<file path="src/hw/rtl/nnc_pkg.sv">
// shared types and constants for the nearest neighbor classifier
// no dependencies; compiled first
`timescale 1ns / 1ps

package nnc_pkg;

	localparam int FEAT_W    = 16;
	localparam int LABEL_W   = 8;
	localparam int SLOT_W    = 4;
	localparam int SQ_W      = 2 * FEAT_W;
	localparam int DIST_W    = SQ_W + 1;

	// command kinds carried in the kind field
	typedef enum logic {
		KIND_LOAD  = 1'b0,
		KIND_QUERY = 1'b1
	} kind_t;

	// one entry as read back from the sample table
	typedef struct packed {
		logic               valid;
		logic [FEAT_W-1:0]  first;
		logic [FEAT_W-1:0]  second;
		logic [LABEL_W-1:0] label;
	} entry_rd_t;

	// write request into the sample table
	typedef struct packed {
		logic               en;
		logic [FEAT_W-1:0]  first;
		logic [FEAT_W-1:0]  second;
		logic [LABEL_W-1:0] label;
	} entry_wr_t;

endpackage

</file>
<file path="src/hw/rtl/nnc_ifs.sv">
// valid/ready channel interfaces for command and result beats
// depends on nnc_pkg
`timescale 1ns / 1ps

interface nnc_cmd_if import nnc_pkg::*; ();
	logic               valid;
	logic               ready;
	logic               kind;
	logic [SLOT_W-1:0]  entry_index;
	logic [FEAT_W-1:0]  first_feature;
	logic [FEAT_W-1:0]  second_feature;
	logic [LABEL_W-1:0] class_label;

	modport source (
		output valid, kind, entry_index, first_feature, second_feature, class_label,
		input  ready
	);
	modport sink (
		input  valid, kind, entry_index, first_feature, second_feature, class_label,
		output ready
	);
endinterface

interface nnc_res_if import nnc_pkg::*; ();
	logic               valid;
	logic               ready;
	logic               found;
	logic [LABEL_W-1:0] nearest_label;
	logic [SLOT_W-1:0]  nearest_index;
	logic [DIST_W-1:0]  squared_distance;

	modport source (
		output valid, found, nearest_label, nearest_index, squared_distance,
		input  ready
	);
	modport sink (
		input  valid, found, nearest_label, nearest_index, squared_distance,
		output ready
	);
endinterface

</file>
<file path="src/hw/rtl/nnc_table.sv">
// sample table: feature and label memory with one write and one registered read port,
// plus per-slot valid flops cleared by reset; depends on nnc_pkg
`timescale 1ns / 1ps

module nnc_table import nnc_pkg::*; #(
	parameter int DEPTH = 16,
	parameter int IDX_W = 4
) (
	input  logic             clk,
	input  logic             arst_n,
	input  entry_wr_t        wr,
	input  logic [IDX_W-1:0] wr_addr,
	input  logic             rd_en,
	input  logic [IDX_W-1:0] rd_addr,
	output entry_rd_t        rd
);

	logic [FEAT_W-1:0]  first_mem  [DEPTH];
	logic [FEAT_W-1:0]  second_mem [DEPTH];
	logic [LABEL_W-1:0] label_mem  [DEPTH];
	logic [DEPTH-1:0]   valid_q;

	logic [FEAT_W-1:0]  first_q;
	logic [FEAT_W-1:0]  second_q;
	logic [LABEL_W-1:0] label_q;
	logic               rd_valid_q;

	// payload memory, no reset
	always_ff @(posedge clk) begin
		if (wr.en) begin
			first_mem[wr_addr]  <= wr.first;
			second_mem[wr_addr] <= wr.second;
			label_mem[wr_addr]  <= wr.label;
		end
		if (rd_en) begin
			first_q  <= first_mem[rd_addr];
			second_q <= second_mem[rd_addr];
			label_q  <= label_mem[rd_addr];
		end
	end

	// valid marks
	always_ff @(posedge clk or negedge arst_n) begin
		if (!arst_n) begin
			valid_q    <= '0;
			rd_valid_q <= 1'b0;
		end else begin
			if (wr.en) begin
				valid_q[wr_addr] <= 1'b1;
			end
			if (rd_en) begin
				rd_valid_q <= valid_q[rd_addr];
			end
		end
	end

	assign rd.valid  = rd_valid_q;
	assign rd.first  = first_q;
	assign rd.second = second_q;
	assign rd.label  = label_q;

endmodule

</file>
<file path="src/hw/rtl/nnc_dist.sv">
// shared squared distance unit: abs diff, square, sum over three stages
// carries an opaque tag alongside; depends on nnc_pkg
`timescale 1ns / 1ps

module nnc_dist import nnc_pkg::*; #(
	parameter int TAG_W = 12
) (
	input  logic              clk,
	input  logic              arst_n,
	input  logic              in_live,
	input  logic [TAG_W-1:0]  in_tag,
	input  logic [FEAT_W-1:0] qa,
	input  logic [FEAT_W-1:0] qb,
	input  logic [FEAT_W-1:0] sa,
	input  logic [FEAT_W-1:0] sb,
	output logic              out_live,
	output logic [TAG_W-1:0]  out_tag,
	output logic [DIST_W-1:0] out_dist
);

	logic              live_s1, live_s2, live_s3;
	logic [TAG_W-1:0]  tag_s1, tag_s2, tag_s3;
	logic [FEAT_W-1:0] dx_s1, dy_s1;
	logic [SQ_W-1:0]   sqx_s2, sqy_s2;
	logic [DIST_W-1:0] sum_s3;

	always_ff @(posedge clk or negedge arst_n) begin
		if (!arst_n) begin
			live_s1 <= 1'b0;
			live_s2 <= 1'b0;
			live_s3 <= 1'b0;
		end else begin
			live_s1 <= in_live;
			live_s2 <= live_s1;
			live_s3 <= live_s2;
		end
	end

	always_ff @(posedge clk) begin
		// stage 1: absolute differences
		tag_s1 <= in_tag;
		dx_s1  <= (qa >= sa) ? (qa - sa) : (sa - qa);
		dy_s1  <= (qb >= sb) ? (qb - sb) : (sb - qb);
		// stage 2: squares
		tag_s2 <= tag_s1;
		sqx_s2 <= SQ_W'(dx_s1) * SQ_W'(dx_s1);
		sqy_s2 <= SQ_W'(dy_s1) * SQ_W'(dy_s1);
		// stage 3: sum
		tag_s3 <= tag_s2;
		sum_s3 <= {1'b0, sqx_s2} + {1'b0, sqy_s2};
	end

	assign out_live = live_s3;
	assign out_tag  = tag_s3;
	assign out_dist = sum_s3;

endmodule

</file>
<file path="src/hw/rtl/nearest_neighbor_classifier.sv">
// one-nearest-neighbor classifier, top level: command decode, scan sequencer,
// best-match tracking and result register; depends on nnc_pkg, nnc_ifs, nnc_table, nnc_dist
`timescale 1ns / 1ps

// Usage
//   cmd: valid/ready sink. kind = load writes first_feature, second_feature and
//   class_label into slot entry_index and marks it valid (slots at or above
//   TABLE_DEPTH are dropped); kind = query classifies the point given by the features.
//   res: valid/ready source, one beat per query, none per load.
//   A load beat leaves cmd.ready high.
//   A query walks all TABLE_DEPTH slots through one shared distance unit, one slot
//   per cycle, in the scan state; the drain state then empties the table read and the
//   three-stage distance pipe, and the emit state loads the result register. The block
//   takes no further command until the emit state has loaded the result register, so
//   one query finishes before the next command is taken.
//   The result sits in an output register: while it waits, further load or query
//   beats are taken; a query that finishes while the previous result is still
//   unclaimed holds in its final state, with cmd.ready low, until res.ready.
//   Ties keep the lowest slot; an empty table answers found = 0 with zero fields.
//   Reset clears all valid marks, the sequencer and the result valid flag; the sample
//   memory itself keeps no reset value and needs no clearing pass.
module nearest_neighbor_classifier import nnc_pkg::*; #(
	parameter int TABLE_DEPTH = 16
) (
	input  logic      clk,
	input  logic      arst_n,
	nnc_cmd_if.sink   cmd,
	nnc_res_if.source res
);

	localparam int IDX_W = (TABLE_DEPTH > 1) ? $clog2(TABLE_DEPTH) : 1;
	localparam int TAG_W = IDX_W + LABEL_W;
	localparam logic [IDX_W-1:0] LAST_IDX = IDX_W'(TABLE_DEPTH - 1);
	// table read plus distance stages
	localparam logic [1:0] DRAIN_LAST = 2'd3;

	typedef enum logic [3:0] {
		ST_IDLE  = 4'b0001,
		ST_SCAN  = 4'b0010,
		ST_DRAIN = 4'b0100,
		ST_EMIT  = 4'b1000
	} state_t;

	state_t state_q, state_d;

	logic [IDX_W-1:0]  scan_q;
	logic [1:0]        drain_q;
	logic [FEAT_W-1:0] qa_q, qb_q;

	logic              issue_s1;
	logic [IDX_W-1:0]  idx_s1;

	logic              have_q;
	logic [DIST_W-1:0] best_dist_q;
	logic [IDX_W-1:0]  best_idx_q;
	logic [LABEL_W-1:0] best_lab_q;

	logic               res_valid_q;
	logic               res_found_q;
	logic [LABEL_W-1:0] res_lab_q;
	logic [SLOT_W-1:0]  res_idx_q;
	logic [DIST_W-1:0]  res_dist_q;

	logic cmd_fire, load_fire, query_fire, slot_ok, emit_go, take_res, upd;

	entry_wr_t        tbl_wr;
	logic [IDX_W-1:0] tbl_wr_addr;
	logic             rd_en;
	entry_rd_t        tbl_rd;

	logic              dv_live;
	logic [TAG_W-1:0]  dv_tag;
	logic [DIST_W-1:0] dv_dist;
	logic [IDX_W-1:0]  dv_idx;
	logic [LABEL_W-1:0] dv_lab;

	// command decode
	assign cmd.ready  = (state_q == ST_IDLE);
	assign cmd_fire   = cmd.valid && cmd.ready;
	assign query_fire = cmd_fire && (cmd.kind == KIND_QUERY);
	assign load_fire  = cmd_fire && (cmd.kind == KIND_LOAD);
	// out-of-range slots are dropped silently
	assign slot_ok    = (32'(cmd.entry_index) < TABLE_DEPTH);

	assign tbl_wr.en     = load_fire && slot_ok;
	assign tbl_wr.first  = cmd.first_feature;
	assign tbl_wr.second = cmd.second_feature;
	assign tbl_wr.label  = cmd.class_label;
	assign tbl_wr_addr   = IDX_W'(cmd.entry_index);

	assign rd_en = (state_q == ST_SCAN);

	nnc_table #(
		.DEPTH (TABLE_DEPTH),
		.IDX_W (IDX_W)
	) u_table (
		.clk     (clk),
		.arst_n  (arst_n),
		.wr      (tbl_wr),
		.wr_addr (tbl_wr_addr),
		.rd_en   (rd_en),
		.rd_addr (scan_q),
		.rd      (tbl_rd)
	);

	// only slots that were issued in this scan and hold a sample enter the unit
	nnc_dist #(
		.TAG_W (TAG_W)
	) u_dist (
		.clk      (clk),
		.arst_n   (arst_n),
		.in_live  (issue_s1 && tbl_rd.valid),
		.in_tag   ({idx_s1, tbl_rd.label}),
		.qa       (qa_q),
		.qb       (qb_q),
		.sa       (tbl_rd.first),
		.sb       (tbl_rd.second),
		.out_live (dv_live),
		.out_tag  (dv_tag),
		.out_dist (dv_dist)
	);

	assign dv_idx = dv_tag[TAG_W-1:LABEL_W];
	assign dv_lab = dv_tag[LABEL_W-1:0];

	// strict compare so an equal distance keeps the earlier slot
	assign upd = dv_live && (!have_q || (dv_dist < best_dist_q));

	assign take_res = res_valid_q && res.ready;
	assign emit_go  = (state_q == ST_EMIT) && (!res_valid_q || res.ready);

	// sequencer
	always_comb begin
		state_d = state_q;
		unique case (state_q)
			ST_IDLE: begin
				if (query_fire) begin
					state_d = ST_SCAN;
				end
			end
			ST_SCAN: begin
				if (scan_q == LAST_IDX) begin
					state_d = ST_DRAIN;
				end
			end
			ST_DRAIN: begin
				if (drain_q == DRAIN_LAST) begin
					state_d = ST_EMIT;
				end
			end
			ST_EMIT: begin
				if (emit_go) begin
					state_d = ST_IDLE;
				end
			end
			default: begin
				state_d = ST_IDLE;
			end
		endcase
	end

	always_ff @(posedge clk or negedge arst_n) begin
		if (!arst_n) begin
			state_q     <= ST_IDLE;
			scan_q      <= '0;
			drain_q     <= '0;
			issue_s1    <= 1'b0;
			have_q      <= 1'b0;
			res_valid_q <= 1'b0;
		end else begin
			state_q  <= state_d;
			issue_s1 <= rd_en;

			if (query_fire) begin
				scan_q <= '0;
			end else if (rd_en && (scan_q != LAST_IDX)) begin
				scan_q <= scan_q + 1'b1;
			end

			if (state_q == ST_DRAIN) begin
				drain_q <= drain_q + 2'd1;
			end else begin
				drain_q <= '0;
			end

			if (query_fire) begin
				have_q <= 1'b0;
			end else if (upd) begin
				have_q <= 1'b1;
			end

			if (emit_go) begin
				res_valid_q <= 1'b1;
			end else if (take_res) begin
				res_valid_q <= 1'b0;
			end
		end
	end

	// payload registers
	always_ff @(posedge clk) begin
		idx_s1 <= scan_q;
		if (query_fire) begin
			qa_q        <= cmd.first_feature;
			qb_q        <= cmd.second_feature;
			best_dist_q <= '0;
			best_idx_q  <= '0;
			best_lab_q  <= '0;
		end else if (upd) begin
			best_dist_q <= dv_dist;
			best_idx_q  <= dv_idx;
			best_lab_q  <= dv_lab;
		end
		if (emit_go) begin
			res_found_q <= have_q;
			res_lab_q   <= have_q ? best_lab_q : '0;
			res_idx_q   <= have_q ? SLOT_W'(best_idx_q) : '0;
			res_dist_q  <= have_q ? best_dist_q : '0;
		end
	end

	assign res.valid            = res_valid_q;
	assign res.found            = res_found_q;
	assign res.nearest_label    = res_lab_q;
	assign res.nearest_index    = res_idx_q;
	assign res.squared_distance = res_dist_q;

	// a result beat only appears out of the final sequencer state
	a_res_from_emit: assert property (@(posedge clk) disable iff (!arst_n)
		$rose(res_valid_q) |-> $past(state_q == ST_EMIT))
		else $error("result raised outside emit");

	// nothing in flight while commands are taken
	a_idle_quiet: assert property (@(posedge clk) disable iff (!arst_n)
		(state_q == ST_IDLE) |-> (!issue_s1 && !dv_live))
		else $error("scan pipe busy while idle");

	// an empty answer carries zero fields
	a_empty_zero: assert property (@(posedge clk) disable iff (!arst_n)
		(res_valid_q && !res_found_q) |->
		(res_dist_q == '0 && res_idx_q == '0 && res_lab_q == '0))
		else $error("empty answer with nonzero fields");

	// replacements follow scan order and only with a smaller distance
	a_best_moves_up: assert property (@(posedge clk) disable iff (!arst_n)
		(have_q && upd && !query_fire) |=>
		(best_idx_q > $past(best_idx_q) && best_dist_q < $past(best_dist_q)))
		else $error("best match moved backward");

endmodule
</file>
<file path="src/flat_wrapper.sv">
// flat-port wrapper written by rule: the top's interface ports become plain ports
module nearest_neighbor_classifier_flat import nnc_pkg::*;
#(
	parameter int TABLE_DEPTH = 16
)
  (clk, arst_n, cmd_valid, cmd_kind, cmd_entry_index, cmd_first_feature, cmd_second_feature, cmd_class_label, cmd_ready, res_valid, res_found, res_nearest_label, res_nearest_index, res_squared_distance, res_ready);
  nnc_cmd_if cmd_i ();
  nnc_res_if res_i ();
  input  logic clk;
  input  logic arst_n;
  input wire logic [$bits(cmd_i.valid)-1:0] cmd_valid;
  input wire logic [$bits(cmd_i.kind)-1:0] cmd_kind;
  input wire logic [$bits(cmd_i.entry_index)-1:0] cmd_entry_index;
  input wire logic [$bits(cmd_i.first_feature)-1:0] cmd_first_feature;
  input wire logic [$bits(cmd_i.second_feature)-1:0] cmd_second_feature;
  input wire logic [$bits(cmd_i.class_label)-1:0] cmd_class_label;
  output wire logic [$bits(cmd_i.ready)-1:0] cmd_ready;
  output wire logic [$bits(res_i.valid)-1:0] res_valid;
  output wire logic [$bits(res_i.found)-1:0] res_found;
  output wire logic [$bits(res_i.nearest_label)-1:0] res_nearest_label;
  output wire logic [$bits(res_i.nearest_index)-1:0] res_nearest_index;
  output wire logic [$bits(res_i.squared_distance)-1:0] res_squared_distance;
  input wire logic [$bits(res_i.ready)-1:0] res_ready;
  assign cmd_i.valid = cmd_valid;
  assign cmd_i.kind = cmd_kind;
  assign cmd_i.entry_index = cmd_entry_index;
  assign cmd_i.first_feature = cmd_first_feature;
  assign cmd_i.second_feature = cmd_second_feature;
  assign cmd_i.class_label = cmd_class_label;
  assign cmd_ready = cmd_i.ready;
  assign res_valid = res_i.valid;
  assign res_found = res_i.found;
  assign res_nearest_label = res_i.nearest_label;
  assign res_nearest_index = res_i.nearest_index;
  assign res_squared_distance = res_i.squared_distance;
  assign res_i.ready = res_ready;
  nearest_neighbor_classifier #(.TABLE_DEPTH(TABLE_DEPTH)) u_core (.clk(clk), .arst_n(arst_n), .cmd(cmd_i), .res(res_i));
endmodule
</file>
<file path="config.mk">
export PLATFORM = sky130hd
export DESIGN_NAME = nearest_neighbor_classifier_flat
export DESIGN_NICKNAME = d
export VERILOG_FILES = /design/src/hw/rtl/nnc_pkg.sv /design/src/hw/rtl/nnc_ifs.sv /design/src/hw/rtl/nnc_table.sv /design/src/hw/rtl/nnc_dist.sv /design/src/hw/rtl/nearest_neighbor_classifier.sv /design/src/flat_wrapper.sv
export SDC_FILE = /design/constraint.sdc
export NUM_CORES = 2
export LEC_CHECK = 0
export BUFFER_PORTS_ARGS = -buffer_cell sky130_fd_sc_hd__buf_2
export CAP_MARGIN = 5
export CORE_AREA = 2 2 331 333
export CTS_CLUSTER_SIZE = 28
export DETAILED_ROUTE_END_ITERATION = 8
export DIE_AREA = 0 0 333 335
export PLACE_DENSITY = 0.65
export SLEW_MARGIN = 10
export SYNTH_ARGS = -nofsm -noshare
export SYNTH_HDL_FRONTEND = slang
export SYNTH_SLANG_ARGS = --single-unit
</file>
<file path="constraint.sdc">
create_clock -name clk -period 11.3 [get_ports clk]
set_clock_uncertainty 0.15 [all_clocks]
set_input_delay 2.26 -clock clk [delete_from_list [all_inputs] [get_ports clk]]
set_output_delay 2.26 -clock clk [all_outputs]
set_load 0.02 [all_outputs]
</file>
# Word-level counts from Yosys, hierarchy flattened
# Memory sizes are Yosys's and may differ from the RTL's. A register that Yosys moved wholly into a read port is not among the register bits.
# Index checks and enable logic that the tools add are counted.
[totals] regBits=325 latch_bits=0 ram_bits=640 romBits=0 inputBits=49 output_inout_bits=48 elab_cells=97 n_memories=3
[memory_table] name="u_core.u_table.first_mem" words=16 width=16 rd=1 rd_ports_with_merged_regs=1 wr=1 line_no="nnc_table.sv:18" source="logic [FEAT_W-1:0] first_mem [DEPTH];"
[memory_table] name="u_core.u_table.second_mem" words=16 width=16 rd=1 rd_ports_with_merged_regs=1 wr=1 line_no="nnc_table.sv:19" source="logic [FEAT_W-1:0] second_mem [DEPTH];"
[memory_table] name="u_core.u_table.label_mem" words=16 width=8 rd=1 rd_ports_with_merged_regs=1 wr=1 line_no="nnc_table.sv:20" source="logic [LABEL_W-1:0] label_mem [DEPTH];"
[op_classes] add_sub_neg=7 n_mul=2 n_div=0 n_lt_le_gt_ge=6 eq_ne=11 shift=0 n_mux=20 bitwise=2 n_reduce_logical=17
[ops] operator="$mul A16 B16 Y32" count=2
[ops] operator="$sub A16 B16 Y16" count=4
[ops] operator="$add A32 B32 Y33" count=1
[ops] operator="$lt A33 B33 Y1" count=1
[ops] operator="$ge A16 B16 Y1" count=2
[ops] operator="$mux W16" count=2
[ops] operator="$mux W4" count=6
[ops] operator="$or A16 B16 Y16" count=1
[ops] operator="$pmux W4 S4" count=1
[ops] operator="$lt A4 B5 Y1 const B" count=2
[ops] operator="$logic_and A1 B1 Y1" count=9
[ops] operator="$eq A4 B4 Y1 const B" count=2
[ops] operator="$mux W1" count=8
[ops] operator="$reduce_bool A2 Y1" count=3
[ops] operator="$add A4 B1 Y4 const B" count=1
[ops] operator="$bmux W1 S4" count=1
[ops] operator="$demux W1 S4" count=1
[ops] operator="$eq A4 B1 Y1 const B" count=1
[ops] operator="$eq A4 B2 Y1 const B" count=1
[ops] operator="$eq A4 B3 Y1 const B" count=1
[ops] operator="$ge A4 B1 Y1 const B" count=1
[ops] operator="$ne A2 B1 Y1 const B" count=2
[ops] operator="$ne A2 B2 Y1 const B" count=2
[ops] operator="$ne A4 B4 Y1 const B" count=1
[ops] operator="7 further kinds" count=9

# Longest topological paths before layout
[logic_depth] ltp_word=5 depth_mapped=25 depth_no_buf=23

# Cells and area by module
# A second synthesis with hierarchy kept.
[unflattened] hier_cells=3940 hier_area_um2=54285.8
[by_module_without_submodules] module="nnc_table" n_inst=1 cells_each=991 area_per_inst_um2=26326.5 seq_area_each_um2=20845.0
[by_module_without_submodules] module="nnc_dist" n_inst=1 cells_each=2439 area_per_inst_um2=22185.0 seq_area_each_um2=3338.2
[by_module_without_submodules] module="nearest_neighbor_classifier" n_inst=1 cells_each=510 area_per_inst_um2=5774.3 seq_area_each_um2=3649.8

# Worst setup path before layout
# OpenSTA, ideal clock, no wires.
[synth_path] path_kind="reg-to-reg" start="reg u_core.u_dist.dy_s1[1]" end="reg u_core.u_dist.sqy_s2[31]" setup_time_ns=0.063 t_arrival_ns=6.082 required_time_ns=11.087 path_slack_ns=5.005 path_stages_with_launch=25 path_buffers=2 period_less_slack_ns=6.295 path_cell_list="dfxtp_1 clkbuf_1 clkbuf_1 and2_1 fa_1 inv_1 fa_1 inv_1 fa_1 inv_1 fa_1 inv_1 fa_1 inv_1 fa_1 inv_1 ha_1 and4_1 a221o_1 a2111oi_4 nor3_2 o211ai_2 a31oi_1 or4_1 nand3_1"
[synth_between] elab_chain_len=1
[synth_lines] element="start: declaration" line_no="nnc_dist.sv:23" source="logic [FEAT_W-1:0] dx_s1, dy_s1;"
[synth_lines] element="start signal: assignment" line_no="nnc_dist.sv:43" source="dy_s1 <= (qb >= sb) ? (qb - sb) : (sb - qb);"
[synth_lines] element="$mul A16 B16 Y32" line_no="nnc_dist.sv:47" source="sqy_s2 <= SQ_W'(dy_s1) * SQ_W'(dy_s1);"
[synth_lines] element="end signal: assignment" line_no="nnc_dist.sv:47"
[synth_lines] element="end: declaration" line_no="nnc_dist.sv:24" source="logic [SQ_W-1:0] sqx_s2, sqy_s2;"
# Every way passes these cells.
# A chain may end at the register's enable or synchronous reset.

# Worst setup path after layout
[layout_path] start="reg u_core.u_dist.dy_s1[13]" end="reg u_core.u_dist.sqy_s2[30]"
# Same word-level chain as after synthesis.

==> flow_summary.toml <==
[routing]
ant_nets = 0
first_pass_iters = 7
route.vias.total = 30200
drcViolationCount = 0
drt-total-wl_um = 117000
wl_per_cell_um = 21.2
viasPerCell = 5.49
drt_iter0_drc = 2877

[clocking]
path_clk_slew_ps = 60
holdBufCountCts = 0
cts_max_path_buffers = 3
cts_resized = 0
cts_root_buf = "clkbuf_16"
cts_setup_buffers = 0
cts_max_level = 3
cts.sinks = 1003
insertion_delay_ps = 670
cts_buffers = 100
cts_tree = "done"

[logic_synthesis]
synth_top_family_by_area = "adder cells"
yosysSeqAreaShare = 0.519
avgSynthCellArea_sq_um = 13.7
synthAdderAreaFrac = 0.199
synth_top_area_share = 0.425
async_flop_share = 0.0329
synthMuxAreaShare = 0.0885
synth-seq-cells = 1003
synthSimpleGateAreaFrac = 0.0641
ys_warn_count = 0
synth_cell_types = 83
synthTopCellsByArea = "edfxtp_1 42%, fa_1 12%, mux4_2 8.6%"
yosys.area.top_type = "edfxtp_1"
synthFlopType = "edfxtp_1"
synth-compound-area-share = 0.0566
syn-num-nets = 4612
netlist_area_sq_um = 53600
syn_inst = 3906
synth_edf_count = 758
synth_xor_area_frac = 0.0198

[layout]
drive_above_1_share = 0.136
fin_nets = 4708
area_growth_pct = 10.0
final_cells = 5501
nFillCells = 8880

[floorplanning]
die_w_um = 333
core_sq_um = 108000
dieArea_sq_um = 112000
start_util = 0.496
die_h_um = 335
fp-row-count = 121
ioPinCount = 97

[global_routing]
grt_pass1_vias = 31400
grt_pass1_wl_um = 182000
grt_max_degree = 117
grt_use_total = 0.213
grt_overflow = 0
grt_antenna_before_repair = 15

[sta]
hold_violations = 0
fin_setup_tns_ps = 0
fin_ws_ps = 4580
slew_headroom = 0.283
slew_viol_final = 0
fin_crit_sh = 0.595
fin_crit_ps = 6720
setup_viol = 0
tightest_slew_ps = 1080
max_freq_mhz = 149
rsz0062_at_grt = "no"

[hold_path]
min_path_type = "flop to flop"
hold_start = "u_core.idx_s1[0]$_DFF_P_"

[setup_path]
path_cells = "inv_1 -> nor2_1 -> ha_1 -> xor2_1 -> fa_1 -> inv_1 -> fa_1 -> fa_1 -> fa_1 -> inv_1 -> fa_1 -> inv_1 -> ha_1 -> a211oi_1 -> o21bai_1 -> a211oi_1 -> o21ai_0 -> a22o_1 -> a41o_1 -> o41ai_1 -> xnor2_1"
crit_arrival_ps = 7150
slowest_delay_ps = 710
critPathKind = "flop to flop"
critPathBufInv = 4
path_delay_family = "adder cells"
crit_top_cell = "fa_1"
cp-end-kind = "flop"
timing.rr.start = "u_core.u_dist.dy_s1[13]$_DFF_P_"
cp-startpoint = "u_core.u_dist.dy_s1[13]$_DFF_P_"
cp_max_fo = 14
start_kind = "flop"
slowest_stage = "dfxtp_1"
required_ps = 11730

[placed_design]
dp_hpwl_um = 75600
port-buffer-count = 96
finalWeightedCongestion = 0.870
dp.cells = 5314
post-place-ws_ps = 4670

[outcome]
status = "finished, final reports clean"

[flow_run]
cap_violations = 0
==> flip-flops by register name (all words and copies together), names as in the netlist, 31 cells and up <==
signal,count
u_core.best_dist_q,33
u_core.res.squared_distance,33
u_core.u_dist.out_dist,33
u_core.u_dist.sqx_s2,31
u_core.u_dist.sqy_s2,31
u_core.u_table.first_mem,256
u_core.u_table.label_mem,128
u_core.u_table.second_mem,256
==> cell usage after synthesis (23+ instances only) <==
library cell / n
o21ai_0: 105
xnor2_1: 80
mux4_2: 205
edfxtp_1: 758
dfxtp_1: 212
nor3_1: 23
xor2_1: 41
clkbuf_1: 104
or2_2: 25
a21o_1: 50
and2_1: 131
nand2_1: 195
a21oi_1: 150
fa_1: 328
inv_1: 610
nand3_1: 77
nor2_1: 126
dfrtp_1: 32
ha_1: 329
==> cell type report <==
cell class,count,area (sq um),share of cell area
diodes,5,12.5,0.000212
clock buffers,137,2800,0.0474
clock inverters,45,457,0.00774
inverters,611,2290,0.0389
multi-input cells,2158,23100,0.391
flip-flops and latches,1003,27800,0.472
well taps,1414,1770,0.0300
repair buffers,128,733,0.0124
==> kinds of logic after synthesis <==
group | count (synthesis)
simple gates | 687
buf+inv | 745
fa+ha+maj | 657
mux | 217
xor+xnor | 121
flops | 1003
compound gates | 476
==> layout by cell type, fill, tap and decap left out, types with 11 or more instances in the layout <==
cell type / netlist / final
a21o_1: 50 / 50
buf_2: 11 / 96
inv_1: 610 / 609
clkinv_2: 0 / 15
o21bai_1: 14 / 14
dfrtp_1: 32 / 28
edfxtp_1: 758 / 758
nor2_4: 0 / 12
a21oi_1: 150 / 149
o21a_1: 21 / 21
dfxtp_1: 212 / 212
nor2_1: 126 / 114
nor2b_1: 18 / 18
a211oi_1: 19 / 19
buf_4: 2 / 31
clkbuf_16: 0 / 102
ha_1: 329 / 329
nand3_1: 77 / 77
or3_1: 13 / 13
clkbuf_8: 0 / 11
o211ai_1: 13 / 13
nand4_1: 12 / 12
a31oi_1: 19 / 19
nor3_1: 23 / 19
xor2_1: 41 / 41
and2_1: 131 / 131
o21ai_1: 12 / 12
nand2b_1: 21 / 21
nand2_1: 195 / 195
or2_2: 25 / 25
xnor2_1: 80 / 80
mux4_2: 205 / 205
o21ai_0: 105 / 105
clkinv_1: 1 / 12
fa_1: 328 / 328
clkbuf_1: 104 / 23
==> metrics by stage <==
step                       util  hold WS [ps]  cell area (sq um)
after floorplan               -           160              53600
after global placement    0.516           160              55700
after detailed placement  0.516           162              55700
after CTS                 0.546           173              59000
after global routing      0.546           181              59000
final                     0.546           168              59000
==> path summary, 6_finish.rpt <==
kind / to / slack [ps] / cells past startpoint
max: u_core.u_dist.sqy_s2[30]$_DFF_P_ / 4580 / 21
min: u_core.u_dist.tag_s1[8]$_DFF_P_ / 170 / 0
max reg2reg: u_core.u_dist.sqy_s2[30]$_DFF_P_ / 4580 / 21
min reg2reg: u_core.u_dist.tag_s1[8]$_DFF_P_ / 170 / 0
max in group asynchronous: u_core.scan_q[0]$_DFFE_PN0P_ / 8970 / 1
min in group asynchronous: u_core.drain_q[1]$_DFF_PN0_ / 1490 / 1
==> routing by layer <==
layer	GRT usage	vias to the layer above	routed length [um]
li1	-	13800	-
met1	0.302	15300	51600
met2	0.344	855	55200
met3	0.0337	177	7020
met4	0.0587	12	2770
met5	0	-	73
Power is not shown: default switching activity piles up to over one toggle a cycle in this logic, so the estimate is an artifact.
